File: config.mk
export PLATFORM = sky130hd
export DESIGN_NAME = framed_reply_packet_receiver_unit
export DESIGN_NICKNAME = d
export VERILOG_FILES = /design/src/rtl/frpru_pkg.sv /design/src/rtl/frpru_out_queue.sv /design/src/rtl/framed_reply_packet_receiver_unit.sv
export SDC_FILE = /design/constraint.sdc
export NUM_CORES = 1
export LEC_CHECK = 0
export BUFFER_PORTS_ARGS = -buffer_cell sky130_fd_sc_hd__buf_2
export CORE_ASPECT_RATIO = 0.5
export CORE_MARGIN = 2
export CORE_UTILIZATION = 41
export CTS_BUF_LIST = sky130_fd_sc_hd__clkbuf_4
export DETAILED_ROUTE_END_ITERATION = 16
export PLACE_DENSITY = 0.74
export SYNTH_ARGS = -nofsm -noshare
export SYNTH_HDL_FRONTEND = slang
export SYNTH_SLANG_ARGS = --single-unit
File: constraint.sdc
create_clock -name i_clk -period 3 [get_ports i_clk]
set_clock_uncertainty 0.05 [all_clocks]
set_input_delay 0.45 -clock i_clk [delete_from_list [all_inputs] [get_ports i_clk]]
set_output_delay 0.45 -clock i_clk [all_outputs]
set_load 0.005 [all_outputs]
File: src/rtl/frpru_pkg.sv
package frpru_pkg;

    localparam logic [7:0] START_CODE  = 8'h7E;
    localparam logic [7:0] END_CODE    = 8'hE7;
    localparam logic [9:0] MAX_PAYLOAD = 10'd600;

    localparam logic [2:0] ST_OK       = 3'd0;
    localparam logic [2:0] ST_TOO_LONG = 3'd1;
    localparam logic [2:0] ST_SHORT    = 3'd2;
    localparam logic [2:0] ST_INVALID  = 3'd3;
    localparam logic [2:0] ST_MISMATCH = 3'd4;

    localparam logic REG_LABEL  = 1'b0;
    localparam logic REG_LENGTH = 1'b1;

    typedef struct packed {
        logic       is_status;
        logic [7:0] payload_byte;
        logic [2:0] status_code;
    } t_result;

endpackage

File: src/rtl/frpru_out_queue.sv
module frpru_out_queue (
    input  logic               i_clk,
    input  logic               i_rst_n,
    input  logic               i_push,
    input  frpru_pkg::t_result i_push_data,
    input  logic               i_pop_stall,
    output logic               o_valid,
    output logic               o_full,
    output frpru_pkg::t_result o_data
);
    import frpru_pkg::*;

    t_result    r_q [2];
    logic [1:0] r_cnt;
    logic [1:0] n_cnt;
    logic       pop;
    logic [1:0] widx;

    assign pop     = (r_cnt != 2'd0) && !i_pop_stall;
    assign widx    = r_cnt - {1'b0, pop};
    assign n_cnt   = r_cnt + {1'b0, i_push} - {1'b0, pop};
    assign o_valid = (r_cnt != 2'd0);
    assign o_full  = (r_cnt == 2'd2);
    assign o_data  = r_q[0];

    always_ff @(posedge i_clk) begin
        if (!i_rst_n) begin
            r_cnt <= 2'd0;
        end else begin
            r_cnt <= n_cnt;
        end
    end

    always_ff @(posedge i_clk) begin
        if (i_push && !widx[0]) begin
            r_q[0] <= i_push_data;
        end else if (pop) begin
            r_q[0] <= r_q[1];
        end
        if (i_push && widx[0]) begin
            r_q[1] <= i_push_data;
        end
    end

endmodule

File: src/rtl/framed_reply_packet_receiver_unit.sv
// Framed reply packet receiver.
// Input channel (i_in_valid / o_in_stall): one beat per serial event, i_kind 0
// for a received byte in i_rx_byte, 1 for a line-idle timeout.
// Output channel (o_out_valid / i_out_stall): payload byte beats (o_is_status
// low) as they arrive, then one status beat closing each packet attempt:
// 0 ok, 1 too long, 2 short read, 3 bad start or end byte, 4 label or length
// mismatch. Drop the payload when the status is not ok.
// Configuration: APB registers expected_label at 0x0, expected_length at 0x4;
// write them only while the block is idle.
// Throughput: one beat per cycle while the output queue is not full. Each
// result passes through the input register, then a 2-entry output queue that
// holds results while the consumer stalls.
// When the output queue fills, o_in_stall rises and the input register holds
// its beat; no beat is lost.
// Reset: the parser returns to waiting for a start byte, the input register and
// the output queue empty, both configuration registers read as zero.
module framed_reply_packet_receiver_unit (
    input  logic        i_clk,
    input  logic        i_rst_n,
    input  logic        i_in_valid,
    output logic        o_in_stall,
    input  logic        i_kind,
    input  logic [7:0]  i_rx_byte,
    output logic        o_out_valid,
    input  logic        i_out_stall,
    output logic        o_is_status,
    output logic [7:0]  o_payload_byte,
    output logic [2:0]  o_status_code,
    input  logic        psel,
    input  logic        penable,
    input  logic        pwrite,
    input  logic [2:0]  paddr,
    input  logic [31:0] pwdata,
    output logic [31:0] prdata,
    output logic        pready
);
    import frpru_pkg::*;

    typedef enum logic [2:0] {
        PH_WAIT    = 3'd0,
        PH_LABEL   = 3'd1,
        PH_LEN_LO  = 3'd2,
        PH_LEN_HI  = 3'd3,
        PH_PAYLOAD = 3'd4,
        PH_PURGE   = 3'd5
    } t_phase;

    logic [7:0] r_exp_label;
    logic [9:0] r_exp_len;

    logic       r_in_vld;
    logic       r_in_kind;
    logic [7:0] r_in_byte;

    t_phase     r_phase;
    t_phase     n_phase;
    logic [9:0] r_cnt;
    logic [9:0] n_cnt;
    logic [7:0] r_len_lo;
    logic [7:0] n_len_lo;

    logic       res_vld;
    t_result    res;
    logic       q_full;
    t_result    q_data;
    logic       proc;
    logic       in_acc;
    logic       cfg_wr;

    assign pready = 1'b1;
    assign cfg_wr = psel && penable && pwrite;
    assign prdata = (paddr[2] == REG_LENGTH) ? {22'd0, r_exp_len} : {24'd0, r_exp_label};

    always_ff @(posedge i_clk) begin
        if (!i_rst_n) begin
            r_exp_label <= 8'd0;
            r_exp_len   <= 10'd0;
        end else if (cfg_wr) begin
            case (paddr[2])
                REG_LABEL:  r_exp_label <= pwdata[7:0];
                REG_LENGTH: r_exp_len   <= pwdata[9:0];
                default:    r_exp_label <= r_exp_label;
            endcase
        end
    end

    assign proc       = r_in_vld && !q_full;
    assign o_in_stall = r_in_vld && q_full;
    assign in_acc     = i_in_valid && !o_in_stall;

    always_ff @(posedge i_clk) begin
        if (!i_rst_n) begin
            r_in_vld <= 1'b0;
        end else if (in_acc) begin
            r_in_vld <= 1'b1;
        end else if (proc) begin
            r_in_vld <= 1'b0;
        end
    end

    always_ff @(posedge i_clk) begin
        if (in_acc) begin
            r_in_kind <= i_kind;
            r_in_byte <= i_rx_byte;
        end
    end

    always_comb begin
        n_phase  = r_phase;
        n_cnt    = r_cnt;
        n_len_lo = r_len_lo;
        res_vld  = 1'b0;
        res      = '0;
        case (r_phase)
            PH_LABEL, PH_LEN_LO, PH_LEN_HI, PH_PAYLOAD: begin
                if (r_in_kind) begin
                    n_phase         = PH_WAIT;
                    n_cnt           = 10'd0;
                    res_vld         = 1'b1;
                    res.is_status   = 1'b1;
                    res.status_code = ST_SHORT;
                end else if (r_phase == PH_LABEL) begin
                    if (r_cnt == 10'd0 && r_in_byte != r_exp_label) begin
                        n_cnt = {7'd0, ST_MISMATCH};
                    end
                    n_phase = PH_LEN_LO;
                end else if (r_phase == PH_LEN_LO) begin
                    n_len_lo = r_in_byte;
                    n_phase  = PH_LEN_HI;
                end else if (r_phase == PH_LEN_HI) begin
                    n_cnt = 10'd0;
                    if (r_cnt != 10'd0) begin
                        n_phase         = PH_PURGE;
                        res_vld         = 1'b1;
                        res.is_status   = 1'b1;
                        res.status_code = r_cnt[2:0];
                    end else if ({r_in_byte, r_len_lo} != {6'd0, r_exp_len}) begin
                        n_phase         = PH_PURGE;
                        res_vld         = 1'b1;
                        res.is_status   = 1'b1;
                        res.status_code = ST_MISMATCH;
                    end else begin
                        n_phase = PH_PAYLOAD;
                    end
                end else if (r_cnt < r_exp_len) begin
                    n_cnt            = r_cnt + 10'd1;
                    res_vld          = 1'b1;
                    res.payload_byte = r_in_byte;
                end else begin
                    n_cnt           = 10'd0;
                    res_vld         = 1'b1;
                    res.is_status   = 1'b1;
                    if (r_in_byte == END_CODE) begin
                        n_phase         = PH_WAIT;
                        res.status_code = ST_OK;
                    end else begin
                        n_phase         = PH_PURGE;
                        res.status_code = ST_INVALID;
                    end
                end
            end
            PH_PURGE: begin
                if (r_in_kind) begin
                    n_phase = PH_WAIT;
                    n_cnt   = 10'd0;
                end
            end
            default: begin
                n_phase = PH_WAIT;
                n_cnt   = 10'd0;
                if (r_exp_len > MAX_PAYLOAD) begin
                    res_vld         = 1'b1;
                    res.is_status   = 1'b1;
                    res.status_code = ST_TOO_LONG;
                end else if (r_in_kind) begin
                    res_vld         = 1'b1;
                    res.is_status   = 1'b1;
                    res.status_code = ST_SHORT;
                end else begin
                    n_cnt   = (r_in_byte != START_CODE) ? {7'd0, ST_INVALID} : 10'd0;
                    n_phase = PH_LABEL;
                end
            end
        endcase
    end

    always_ff @(posedge i_clk) begin
        if (!i_rst_n) begin
            r_phase  <= PH_WAIT;
            r_cnt    <= 10'd0;
            r_len_lo <= 8'd0;
        end else if (proc) begin
            r_phase  <= n_phase;
            r_cnt    <= n_cnt;
            r_len_lo <= n_len_lo;
        end
    end

    frpru_out_queue u_out_queue (
        .i_clk       (i_clk),
        .i_rst_n     (i_rst_n),
        .i_push      (proc && res_vld),
        .i_push_data (res),
        .i_pop_stall (i_out_stall),
        .o_valid     (o_out_valid),
        .o_full      (q_full),
        .o_data      (q_data)
    );

    assign o_is_status    = q_data.is_status;
    assign o_payload_byte = q_data.payload_byte;
    assign o_status_code  = q_data.status_code;

endmodule

==> flow_summary.json <==
{
  "drc_errors": 0,
  "io_buffers": 50,
  "syn_area_per_cell_sq_um": 9.68,
  "peakVddDrop_mv": 0.171,
  "overflow": 0,
  "yosysWarnings": 0,
  "p_leak_nw": 1.89,
  "layout-drive-gt1-share_pct": 22.4,
  "setup.worst_path.end_class": "flop",
  "critPathSlowestCell": "a211oi_2",
  "first_iter_violations": 221,
  "ys_async_sr_fraction_pct": 0,
  "critPathKind": "flop to flop",
  "num_vias": 3157,
  "slew_violations": 0,
  "grt_antenna_before_repair": 1,
  "dpl.cell_count": 607,
  "postCtsHoldBufs": 0,
  "synth_edf_count": 33,
  "wl_um": 8700,
  "rsz0062_at_grt": "no",
  "synthCells": 434,
  "cp.required_ps": 3290,
  "pre_cts_slack_ps": 344,
  "max-slew-margin-rel_pct": 41.2,
  "cp_num_buf_inv": 1,
  "vias_per_cell": 5.06,
  "insertion_delay_ps": 450,
  "nFillCells": 984,
  "setup_viol_count_final": 0,
  "start_kind": "flop",
  "regArea_sq_um": 1830,
  "cp_cell_sequence": "inv_1, ha_1, a2111o_1, a21oi_1, o211ai_1, a211oi_2, and2_1, mux2_2",
  "post-route-min-period_ps": 2730,
  "h-tree-depth": 3,
  "post-route-period-util_pct": 91.0,
  "synth_flop_cell": "dfxtp_1",
  "cts_sinks": 75,
  "tns_ps": 0,
  "grt_pass1_wl_um": 13800,
  "path_max_fanout": 9,
  "holdWs_ps": 111,
  "p_int_mw": 1.60,
  "clockBufferDepth": 2,
  "cts.root.buffer_cell": "clkbuf_4",
  "rows": 26,
  "fin_cells": 624,
  "hp-class": "input pin to flop",
  "crit_family": "compound AO/OA/AOI/OAI gates",
  "arrival_ps": 3020,
  "fmax_mhz": 366,
  "max_cap_viol_count": 0,
  "cts_buffers": 9,
  "grt_max_degree": 33,
  "syn_to_final_growth_pct": 9.50,
  "io_pins": 98,
  "firstDrtPassIters": 4,
  "switchingPower_mw": 0.751,
  "final_area_sq_um": 4600,
  "comb_power_share_pct": 21.3,
  "swShare_pct": 32.0,
  "routedWlPerCell_um": 13.9,
  "antenna_left": 0,
  "place_congestion": 0.888,
  "placeableCoreArea_sq_um": 10100,
  "powerDensity_nw_per_um2": 511,
  "status": "finished clean",
  "ys_seq_area_share_pct": 43.6,
  "fin_util_pct": 45.6,
  "synth_area_sq_um": 4200,
  "clk_pin_slew_ps": 140,
  "power_frac_seq_pct": 53.1,
  "initial_core_util_pct": 41.7,
  "postPlaceCellArea_sq_um": 4460,
  "fin_nets": 542,
  "p_clk_share_pct": 25.7,
  "die_w_um": 147,
  "cts_tree": "yes",
  "multi_input_area_sq_um": 2060,
  "synthDistinctLibCells": 63,
  "grt_pass1_vias": 2780,
  "post_cts_buffers": 0,
  "place_hpwl_um": 6430,
  "hold_viol": 0,
  "crit_path_max_incr_delay_ps": 530,
  "p_total_mw": 2.35,
  "synth_seq_cells": 75,
  "finalWorstSetupSlack_ps": 271,
  "tightestPinTransition_ps": 860,
  "grtUsageTotal_pct": 15.9,
  "ctsResizeCount": 0,
  "dieArea_sq_um": 11100,
  "die_y_um": 75.6
}
## worst register-to-register path: cells and delay by family (launching register included)
kind | cells | cell delay, ps
compound gates | 4 | 1340
fa+ha+maj | 1 | 320
buf+inv | 1 | 90
flops | 1 | 440
mux | 1 | 160
simple gates | 1 | 230
## cells in the mapped netlist, drive strengths merged (5+ instances only)
library cell | instances | area, sq um
mux2 | 20 | 225
nand2 | 57 | 216
xor2 | 10 | 87.6
a21oi | 27 | 150
clkbuf | 11 | 41.3
inv | 18 | 67.6
edfxtp | 33 | 991
and3 | 5 | 31.3
mux2i | 9 | 90.1
nor2b | 6 | 37.5
dfxtp | 42 | 841
nand4 | 7 | 50.1
nor4 | 5 | 52.6
nand3b | 7 | 52.6
xnor2 | 11 | 96.3
ha | 13 | 163
and2 | 12 | 75.1
nand3 | 13 | 70.1
o21ai | 9 | 45.0
nor2 | 28 | 105
buf | 37 | 279
nand2b | 8 | 50.1
## metal layers
metal / routed length [um] / GRT usage, %
met1: 4190 / 20.5
met2: 3900 / 26.1
met4: 111 / 6.30
met3: 502 / 4.25
met5: 0 / 0
## final cells by class
cell class / count / area share (%)
diodes: 1 / 0.0544
clock buffers: 9 / 1.47
clock inverters: 7 / 1.52
inverters: 19 / 1.55
multi-input cells: 313 / 44.7
flip-flops and latches: 75 / 39.8
well taps: 140 / 3.81
repair buffers: 60 / 7.07
## power groups by stage
stage	Sequential, mW	Combinational (mW)	Clock (mW)
after floorplan	1.26	0.425	0
after global placement	1.27	0.490	0
after detailed placement	1.27	0.501	0
after CTS	1.25	0.504	0.620
after global routing	1.26	0.560	0.662
final	1.25	0.500	0.603
## cell usage in the layout (no fill, tap or decap), drive strengths merged, types with 10 or more instances in the layout
cell	instances
buf	60
nand2	57
dfxtp	42
edfxtp	33
nor2	28
a21oi	27
conb	23
inv	21
mux2	20
ha	13
nand3	13
and2	12
xnor2	11
xor2	10
## cells by family after synthesis
family	count (synthesis)	share of synthesized area, %
fa+ha+maj	13	3.87
other cells	2	0.179
simple gates	159	19.3
xor+xnor	21	4.38
mux	29	7.50
compound gates	68	11.8
buf+inv	67	9.32
flops	75	43.6
## worst paths after layout
path / endpoint / cells past startpoint / from / slack (ps)
hold reg to reg: r_exp_label[0] / 2 / r_exp_label[0] / 450
hold / removal: r_in_byte[0] / 1 / i_rx_byte[0] / 110
setup reg to reg: u_out_queue.r_q[0][6] / 8 / r_exp_len[8] / 270
setup / recovery: u_out_queue.r_q[0][6] / 8 / r_exp_len[8] / 270
## state kept, by name (all words and copies together) (netlist names)
register and flops:
r_in_kind 1, r_exp_len 10, u_out_queue.r_q 24, r_phase 3
r_exp_label 8, r_cnt 10, r_in_vld 1, r_in_byte 8
u_out_queue.r_cnt 2, r_len_lo 8
Power figures use the tool's default switching activity.
